[src/hw/rtl/lfr_pkg.sv]
// ============================================================================
// lfr_pkg: shared types and constants of the literal find/replace block
// Holds the register indexes, the window cell control word and case folding.
// ============================================================================
`default_nettype none

package lfr_pkg;

    // Configuration register indexes
    localparam logic [2:0] CFG_PAT_BYTES = 3'd0;
    localparam logic [2:0] CFG_PAT_LEN   = 3'd1;
    localparam logic [2:0] CFG_REP_BYTES = 3'd2;
    localparam logic [2:0] CFG_REP_LEN   = 3'd3;
    localparam logic [2:0] CFG_REP_ALL   = 3'd4;
    localparam logic [2:0] CFG_IGN_CASE  = 3'd5;

    // Control word shared by every window cell
    typedef struct packed {
        logic shift;   // take the neighbor's byte
        logic ins;     // this cell receives the incoming byte
    } t_cell_ctl;

    // Fold ASCII upper case letters to lower case when enabled
    function automatic logic [7:0] fold(input logic [7:0] c, input logic en);
        logic [7:0] r;
        r = c;
        if (en && c >= 8'h41 && c <= 8'h5A) begin
            r = c + 8'h20;
        end
        return r;
    endfunction

endpackage

`default_nettype wire

[src/hw/rtl/literal_find_replace.sv]
// ============================================================================
// literal_find_replace: streaming literal string find and replace
// Replaces the first or every non-overlapping occurrence of a literal pattern
// in each string, held in a row of window cells until a decision can be made.
// ============================================================================
//
//  channel  dir  handshake            payload
//  -------  ---  -------------------  ---------------------------------------
//  s_*      in   s_tvalid / s_tready  tdata=in_byte, tuser=byte_valid,
//                                     tlast=end_of_string
//  m_*      out  m_tvalid / m_tready  tdata=out_byte,replace_total,
//                                     tuser=out_valid, tlast=out_last
//  cfg_*    in   cfg_we               cfg_idx, cfg_data (no read-back)
//
//  One byte is taken per cycle while the sequencer is idle and no word is
//  held; a byte yields at most one word, but a match yields the replacement
//  bytes through the replacement sequencer. At an end of string the bytes
//  left drain through the cell row one cell per cycle while no word is held.
//  Reset is synchronous and active low; the window needs no clearing pass.
//  A word held in the output register under a low m_tready freezes the
//  sequencer, the cells and the output register.
//
`default_nettype none

module literal_find_replace
    import lfr_pkg::*;
#(
    parameter int PATTERN_MAX     = 8,
    parameter int REPLACEMENT_MAX = 8,
    parameter int COUNT_BITS      = 16
) (
    input  wire         i_clk,
    input  wire         i_rst_n,
    // input stream
    input  wire         i_s_tvalid,
    output logic        o_s_tready,
    input  wire   [7:0] i_s_tdata,   // [7:0] in_byte
    input  wire   [0:0] i_s_tuser,   // [0] byte_valid
    input  wire         i_s_tlast,   // end_of_string
    // output stream
    output logic        o_m_tvalid,
    input  wire         i_m_tready,
    output logic [23:0] o_m_tdata,   // [7:0] out_byte, [23:8] replace_total
    output logic  [0:0] o_m_tuser,   // [0] out_valid
    output logic        o_m_tlast,   // out_last
    // configuration
    input  wire         i_cfg_we,
    input  wire   [2:0] i_cfg_idx,
    input  wire  [63:0] i_cfg_data
);

    localparam int FW     = $clog2(PATTERN_MAX + 1);
    localparam int RW     = $clog2(REPLACEMENT_MAX + 1);
    localparam int CW_EXT = (COUNT_BITS > 16) ? COUNT_BITS : 16;

    localparam logic [1:0] ST_IDLE  = 2'd0;
    localparam logic [1:0] ST_REP   = 2'd1;
    localparam logic [1:0] ST_FLUSH = 2'd2;

    // Configuration registers
    logic [63:0] r_pat;
    logic [3:0]  r_plen_cfg;
    logic [63:0] r_rep;
    logic [3:0]  r_rlen_cfg;
    logic        r_all;
    logic        r_icase;

    // Control state
    logic [1:0]            r_state, n_state;
    logic [FW-1:0]         r_fill, n_fill;
    logic [RW-1:0]         r_idx, n_idx;
    logic                  r_last, n_last;
    logic                  r_repl, n_repl;
    logic [COUNT_BITS-1:0] r_count, n_count;

    // Output register
    logic        r_ov;
    logic [7:0]  r_ob;
    logic        r_ou;
    logic        r_ol;
    logic [15:0] r_ot;

    logic [FW-1:0] plen, need, fa;
    logic [RW-1:0] rlen;
    logic          adv, acc, app, dec, allow, match, m;
    logic          shift;
    logic          w_v, w_u, w_l;
    logic [7:0]    w_b, rep_byte;
    logic [15:0]   w_t;
    logic [CW_EXT-1:0] cnt_ext;

    logic [7:0]             v   [PATTERN_MAX];
    logic [PATTERN_MAX-1:0] eq;
    logic [PATTERN_MAX-1:0] ins;

    // Saturate lengths to the window and replacement sizes
    assign plen = (r_plen_cfg > 4'(PATTERN_MAX)) ? FW'(PATTERN_MAX) : FW'(r_plen_cfg);
    assign rlen = (r_rlen_cfg > 4'(REPLACEMENT_MAX)) ? RW'(REPLACEMENT_MAX)
                                                     : RW'(r_rlen_cfg);
    assign need = (plen == '0) ? FW'(1) : plen;

    // Handshake
    assign adv        = !r_ov || i_m_tready;
    assign o_s_tready = (r_state == ST_IDLE) && adv;
    assign acc        = i_s_tvalid && o_s_tready;
    assign app        = i_s_tuser[0] && (r_fill < FW'(PATTERN_MAX));
    assign fa         = r_fill + FW'(app);
    assign dec        = (fa >= need);
    assign allow      = r_all || !r_repl;

    // Row of window cells
    for (genvar i = 0; i < PATTERN_MAX; i++) begin : g_cell
        t_cell_ctl  ctl;
        logic [7:0] nbr;

        assign ins[i]    = acc && app && (r_fill == FW'(i));
        assign ctl.shift = shift;
        assign ctl.ins   = ins[i];
        if (i == PATTERN_MAX - 1) begin : g_tail
            assign nbr = 8'h00;
        end else begin : g_mid
            assign nbr = v[i+1];
        end

        lfr_cell u_cell (
            .i_clk  (i_clk),
            .i_ctl  (ctl),
            .i_byte (i_s_tdata),
            .i_nbr  (nbr),
            .i_pat  (r_pat[8*i +: 8]),
            .i_fold (r_icase),
            .o_byte (v[i]),
            .o_eq   (eq[i])
        );
    end

    // Combine cell compares over the pattern length
    always_comb begin
        match = 1'b1;
        for (int i = 0; i < PATTERN_MAX; i++) begin
            if (FW'(i) < plen && !eq[i]) begin
                match = 1'b0;
            end
        end
    end

    assign m        = dec && (plen != '0) && allow && match;
    assign rep_byte = 8'(r_rep >> {r_idx, 3'b000});

    // Sequence the words of each step
    always_comb begin
        n_state = r_state;
        n_fill  = r_fill;
        n_idx   = r_idx;
        n_last  = r_last;
        n_repl  = r_repl;
        n_count = r_count;
        w_v     = 1'b0;
        w_u     = 1'b0;
        w_l     = 1'b0;
        w_b     = 8'h00;
        shift   = 1'b0;
        if (adv) begin
            unique case (r_state)
                ST_IDLE: begin
                    if (acc) begin
                        if (m) begin
                            n_fill = '0;
                            n_repl = 1'b1;
                            if (r_count != '1) begin
                                n_count = r_count + COUNT_BITS'(1);
                            end
                            if (rlen != '0) begin
                                w_v = 1'b1;
                                w_u = 1'b1;
                                w_b = r_rep[7:0];
                                w_l = i_s_tlast && (rlen == RW'(1));
                                if (rlen != RW'(1)) begin
                                    n_state = ST_REP;
                                    n_idx   = RW'(1);
                                    n_last  = i_s_tlast;
                                end
                            end else if (i_s_tlast) begin
                                w_v = 1'b1;
                                w_l = 1'b1;
                            end
                        end else if (dec || (i_s_tlast && fa != '0)) begin
                            w_v    = 1'b1;
                            w_u    = 1'b1;
                            w_b    = v[0];
                            shift  = 1'b1;
                            n_fill = fa - FW'(1);
                            if (i_s_tlast) begin
                                w_l = (fa == FW'(1));
                                if (fa != FW'(1)) begin
                                    n_state = ST_FLUSH;
                                end
                            end
                        end else begin
                            n_fill = fa;
                            if (i_s_tlast) begin
                                w_v = 1'b1;
                                w_l = 1'b1;
                            end
                        end
                        if (i_s_tlast) begin
                            n_repl = 1'b0;
                        end
                    end
                end
                ST_REP: begin
                    w_v   = 1'b1;
                    w_u   = 1'b1;
                    w_b   = rep_byte;
                    n_idx = RW'(r_idx + 1'b1);
                    if (RW'(r_idx + 1'b1) == rlen) begin
                        w_l     = r_last;
                        n_state = ST_IDLE;
                    end
                end
                ST_FLUSH: begin
                    w_v    = 1'b1;
                    w_u    = 1'b1;
                    w_b    = v[0];
                    shift  = 1'b1;
                    n_fill = r_fill - FW'(1);
                    if (r_fill == FW'(1)) begin
                        w_l     = 1'b1;
                        n_state = ST_IDLE;
                    end
                end
                default: begin
                    n_state = ST_IDLE;
                end
            endcase
        end
        // A new pattern length drops the pending window
        if (i_cfg_we && i_cfg_idx == CFG_PAT_LEN) begin
            n_fill = '0;
        end
    end

    // Clip the count for the result field
    assign cnt_ext = CW_EXT'(n_count);
    assign w_t     = (cnt_ext > CW_EXT'(16'hFFFF)) ? 16'hFFFF : cnt_ext[15:0];

    // Configuration writes
    always_ff @(posedge i_clk) begin
        if (!i_rst_n) begin
            r_pat      <= '0;
            r_plen_cfg <= '0;
            r_rep      <= '0;
            r_rlen_cfg <= '0;
            r_all      <= 1'b0;
            r_icase    <= 1'b0;
        end else if (i_cfg_we) begin
            unique case (i_cfg_idx)
                CFG_PAT_BYTES: r_pat      <= i_cfg_data;
                CFG_PAT_LEN:   r_plen_cfg <= i_cfg_data[3:0];
                CFG_REP_BYTES: r_rep      <= i_cfg_data;
                CFG_REP_LEN:   r_rlen_cfg <= i_cfg_data[3:0];
                CFG_REP_ALL:   r_all      <= i_cfg_data[0];
                CFG_IGN_CASE:  r_icase    <= i_cfg_data[0];
                default: begin
                end
            endcase
        end
    end

    // Control state registers
    always_ff @(posedge i_clk) begin
        if (!i_rst_n) begin
            r_state <= ST_IDLE;
            r_fill  <= '0;
            r_idx   <= '0;
            r_last  <= 1'b0;
            r_repl  <= 1'b0;
            r_count <= '0;
            r_ov    <= 1'b0;
        end else begin
            r_state <= n_state;
            r_fill  <= n_fill;
            r_idx   <= n_idx;
            r_last  <= n_last;
            r_repl  <= n_repl;
            r_count <= n_count;
            if (adv) begin
                r_ov <= w_v;
            end
        end
    end

    // Output payload register
    always_ff @(posedge i_clk) begin
        if (adv && w_v) begin
            r_ob <= w_b;
            r_ou <= w_u;
            r_ol <= w_l;
            r_ot <= w_t;
        end
    end

    assign o_m_tvalid = r_ov;
    assign o_m_tdata  = {r_ot, r_ob};
    assign o_m_tuser  = r_ou;
    assign o_m_tlast  = r_ol;

    // Checks
    a_fill_bound: assert property (@(posedge i_clk) disable iff (!i_rst_n)
        r_fill <= FW'(PATTERN_MAX))
        else $error("window fill beyond window size");

    a_rep_idx: assert property (@(posedge i_clk) disable iff (!i_rst_n)
        (r_state == ST_REP) |-> (r_idx != '0 && r_idx < rlen))
        else $error("replacement index out of range");

    a_flush_fill: assert property (@(posedge i_clk) disable iff (!i_rst_n)
        (r_state == ST_FLUSH) |-> (r_fill != '0))
        else $error("flush with empty window");

    a_count_mono: assert property (@(posedge i_clk) disable iff (!i_rst_n)
        $past(i_rst_n) |-> (r_count >= $past(r_count)))
        else $error("replacement count decreased");

endmodule

`default_nettype wire

[src/hw/rtl/lfr_cell.sv]
// ============================================================================
// lfr_cell: one byte slot of the pending window
// Holds one pending byte, compares it with its pattern byte and shifts toward
// the head of the window when the oldest byte leaves.
// ============================================================================
`default_nettype none

module lfr_cell
    import lfr_pkg::*;
(
    input  wire        i_clk,
    input  t_cell_ctl  i_ctl,
    input  wire  [7:0] i_byte,   // incoming stream byte
    input  wire  [7:0] i_nbr,    // neighbor's current byte
    input  wire  [7:0] i_pat,    // pattern byte for this position
    input  wire        i_fold,
    output logic [7:0] o_byte,   // byte seen at this position this cycle
    output logic       o_eq
);

    logic [7:0] r_byte;

    // Present the incoming byte when it lands here
    assign o_byte = i_ctl.ins ? i_byte : r_byte;
    assign o_eq   = (fold(o_byte, i_fold) == fold(i_pat, i_fold));

    // Advance toward the head or load the incoming byte
    always_ff @(posedge i_clk) begin
        if (i_ctl.shift) begin
            r_byte <= i_nbr;
        end else if (i_ctl.ins) begin
            r_byte <= i_byte;
        end
    end

endmodule

`default_nettype wire
[config.mk]
export PLATFORM = sky130hd
export DESIGN_NAME = literal_find_replace
export DESIGN_NICKNAME = d
export VERILOG_FILES = /design/src/hw/rtl/lfr_pkg.sv /design/src/hw/rtl/literal_find_replace.sv /design/src/hw/rtl/lfr_cell.sv
export SDC_FILE = /design/constraint.sdc
export NUM_CORES = 1
export LEC_CHECK = 0
export BUFFER_PORTS_ARGS = -buffer_cell sky130_fd_sc_hd__buf_4
export CAP_MARGIN = 10
export CORE_MARGIN = 2
export CORE_UTILIZATION = 51
export CTS_CLUSTER_DIAMETER = 30
export CTS_CLUSTER_SIZE = 28
export DETAILED_ROUTE_END_ITERATION = 8
export PLACE_DENSITY = 0.79
export SYNTH_ARGS = -nofsm -noshare
export SYNTH_HDL_FRONTEND = slang
export SYNTH_SLANG_ARGS = --single-unit
[constraint.sdc]
create_clock -name i_clk -period 5.4 [get_ports i_clk]
set_input_delay 0.81 -clock i_clk [delete_from_list [all_inputs] [get_ports i_clk]]
set_output_delay 0.81 -clock i_clk [all_outputs]
set_load 0.03 [all_outputs]
==> key figures <==
Timing
  • Final Cycle Share: around 96%
  • Final hold violations: 0
  • Unrepaired setup endpoints after global routing: false
  • Fin Clk Skew: 22.2 ps
  • Max-slew violations: 0
  • Final setup vio count: 0
  • Slew @ Worst Pin: 1130 ps
  • F_max: 0.193 GHz
  • Setup TNS: 0 ps
  • Slew HR: between 20% and 30%
  • Clock period minus worst slack: between 5000 and 6000 ps

Clocking
  • Root buffer cell: clkbuf_16
  • CTS tree: yes
  • # clock sinks: 257
  • Clock Tree Buf Depth: 3
  • Clock slew at reported path FFs: 50 ps
  • CTS buffer count: 54
  • H-tree depth: 2
  • Insertion delay to the later sink of the worst-skew pair: 570 ps

Worst setup path
  • Reg2reg end: r_ot[15]
  • Crit path max-delay family: simple AND/OR/NAND/NOR gates
  • Arrival time at the worst endpoint: 5480 ps
  • Setup crit start kind: register
  • Critical path cell sequence: inv_1 > ha_2 > and2_1 > buf_4 > nand3_2 > a21oi_1 > inv_1 > ha_1 > nor4_1 > a211oi_1 > xnor2_1 > nor4_1 > o22ai_1 > a2111oi_4 > and2_1 > nand4_1 > mux2_2
  • Worst Path Required: 5710 ps
  • Setup CP Type: reg -> reg
  • Register-to-Register Path Depth: 17
  • Worst path buffer plus inverter count: 3
  • CP endpoint kind: register
  • Worst Path Max Fanout: 13
  • CP peak stage delay: 470 ps
  • Worst reg-to-reg setup slack: 230 ps
  • Reg2reg start: r_state[1]
  • Max stage delay cell, worst path: a2111oi_4

Drt
  • DRC Markers: 0
  • Vias/cell: 6.26
  • Final wirelength: slightly below 50 mm
  • WL/cell: ~21 µm
  • Post-route antenna net violation count: 0
  • Via Count: 14476
  • DR pass1 iterations: 6
  • Iter 0 DRT Violations: 1567

Logic synthesis
  • Most numerous cell in the Yosys netlist: nand2_1
  • Mux cell area share after synthesis: 9.25%
  • Post-synthesis simple-gate area fraction: 22.6%
  • Cell accounting for the most synthesized area: dfxtp_1
  • Syn Std Cell Area: 14700 µm²
  • Synth cell count leaders: 347 x nand2_1, 231 x dfxtp_1, 222 x a21oi_1
  • Post-synthesis sequential area ratio: 36.8%
  • Post-synthesis instance total: 1777
  • Synth Area in Compound Gates: 18.9%
  • Synth area leaders: dfxtp_1 32%, nand2_1 8.9%, a21oi_1 7.6%, mux2i_1 5.8%, edfxtp_1 5.3%
  • Mean Syn Cell Area: between 8 and 9 µm²
  • #FFs+latches synth: roughly 260
  • Ys flop type: dfxtp_1
  • Post-synth EDFFs: 26
  • Synth async-reset ratio: 0%
  • Post-Synth Adder-Cell Area: 3.07%
  • Syn nets: about 1900
  • Xor/xnor share of the synthesized area: around 4.6%
  • Share of the synthesized area in the top cell type: 31.5%
  • Yosys synthesis warning count: 0
  • Post-synth cell types: just under 90
  • Largest family of logic cells by synthesized area: simple AND/OR/NAND/NOR gates

Placed design
  • PortBufs: roughly 110
  • Placed cell areas: 15900 µm²
  • Hpwl dp: between 30 and 40 mm
  • Dpl cells: around 2200
  • Final Wtd Congestion: 0.975

Cells and area
  • Area growth, synth to finish: 22.1%
  • Final Non-Filler Cells: 2313
  • Antenna cells: 0
  • Nets: 2004
  • Fillers: 2373
  • Layout Utilization: between 60% and 70%
  • Final instance area: 17900 µm²
  • Share of cells above drive strength 1: 17.3%

Floorplanning
  • Die width: 174 µm
  • Site Rows: just over 60
  • Initial Utilization: 51.4%
  • Die height: 174 µm
  • Core ar.: 28500 µm²
  • Full die area: 30200 µm²
  • # IOs: 110

Global routing
  • Largest net degree at the start of global routing: 96
  • Total gr overflow: 0
  • Antenna violations before repair: 0
  • First-pass GRT wire length: 75.8 mm
  • Number of global-route vias before repair: 13823
  • Total Routing Usage GR: 31.5%

Job
  • Maximum capacitance violations: 0

Run status
  • Status: finished clean

Hold path
  • Class of the worst hold path: reg -> reg
  • Sink of the worst hold path: r_rep[58]
  • Min-delay src: r_rep[58]
  • Worst Hold Path Cells: 2

Power and ir drop
  • Maximum vdd drop: 270 µV
  • Pwr dens: 517 nW/µm²
  • Cell leakage power: 6.93 nW
==> flip-flops by register name (all words and copies together) (netlist names) <==
register and count:
g_cell.u_cell.r_byte 64, r_all 1, r_rlen_cfg 4, r_plen_cfg 4
r_ob 8, r_state 2, o_m_tuser 1, o_m_tlast 1
r_fill 4, r_repl 1, r_idx 4, o_m_tvalid 1
r_ot 16, r_rep 64, r_icase 1, r_last 1
r_count 16, r_pat 64
==> metal layers <==
layer  vias up  track usage (%)  share of wire [%]
li1       6631                -                  -
met1      6864             42.2                 41
met2       821             49.1                 44
met3       160             6.84                 10
met4         0             13.8                4.2
met5         -                0                  0
==> tightest hold or removal path, cell delays in order (launching register included) <==
cell     delay (ps)
dfxtp_1         300
nand2_1          50
a21oi_1          50
==> power by group <==
part	leakage (nW)	total (W)	switching (W)	internal, W
clock	0.946	0.00347	0.00115	0.00232
combinational	3.84	0.00312	0.00180	0.00132
sequential	2.15	0.00269	0.000358	0.00233
==> timing repair <==
item                                    4_1_cts  5_1_grt
gates resized for setup                       0        5
hold buffers                                  0        0
buffers inserted                              0        3
endpoints found under the setup margin        0       89
==> cell families (layout without fill, tap and decap cells) <==
group           after synthesis  in the layout
compound gates              423            423
xor+xnor                     76             76
fa+ha+maj                    36             36
buf+inv                     169            321
flops                       257            257
mux                         112            112
simple gates                704            704
==> metrics by stage <==
stage / setup slack, ps / power [W] / hold slack, ps
3_3_place_gp: 284 / 0.00564 / 439
3_5_place_dp: 157 / 0.00570 / 446
5_1_grt: 30.2 / 0.00963 / 470
6_report: 230 / 0.00927 / 452
4_1_cts: 65.4 / 0.00917 / 454
2_1_floorplan: 389 / 0.00473 / 433
==> worst max path at each step <==
| stage | startpoint | endpoint | cells past startpoint |
|---|---|---|---|
| 6_report | r_state[1] | r_ot[15] | 17 |
| 5_1_grt | r_state[1] | r_ot[15] | 18 |
| 4_1_cts | r_state[1] | r_ot[12] | 17 |
| 3_5_place_dp | r_state[1] | r_ot[15] | 16 |
| 3_3_place_gp | i_s_tvalid | g_cell[4].u_cell.r_byte[3] | 16 |
| 2_1_floorplan | i_s_tuser | o_m_tlast | 18 |
==> placed cells by master (no fill, tap or decap), types with 8 or more instances in the layout <==
cell type | netlist | final
xnor2_1 | 48 | 48
nand3_1 | 38 | 38
nor3_1 | 31 | 28
o221a_1 | 17 | 17
and2_1 | 15 | 14
buf_4 | 4 | 162
o221a_2 | 13 | 13
o21ai_0 | 28 | 28
nand2b_1 | 25 | 25
inv_1 | 57 | 56
ha_1 | 36 | 35
xor2_1 | 27 | 27
bufinv_16 | 0 | 8
inv_6 | 0 | 11
a31oi_1 | 22 | 22
or4_1 | 35 | 35
mux2_2 | 9 | 9
dfxtp_1 | 231 | 231
nand4_1 | 14 | 14
and3_1 | 8 | 8
a21oi_1 | 222 | 221
o211ai_1 | 8 | 8
clkbuf_16 | 0 | 54
a221oi_1 | 9 | 9
mux4_2 | 16 | 16
nor2_1 | 118 | 118
mux2i_1 | 85 | 85
nor4_1 | 17 | 16
clkinv_2 | 0 | 8
nand2_1 | 347 | 346
a41oi_1 | 9 | 9
or3_1 | 14 | 13
edfxtp_1 | 26 | 26
==> cell type report <==
type                       instances  area [µm²]  area share (%)
inverter                          57         216            1.21
clock inverter                    34         460            2.57
sequential                       257        5410            30.2
clock buffer                      65        1450            8.11
multi-input combinational       1351        8630            48.1
tap                              384         480            2.68
timing repair buffer             165        1280            7.12
No activity file was read; power rests on OpenSTA's default activity.
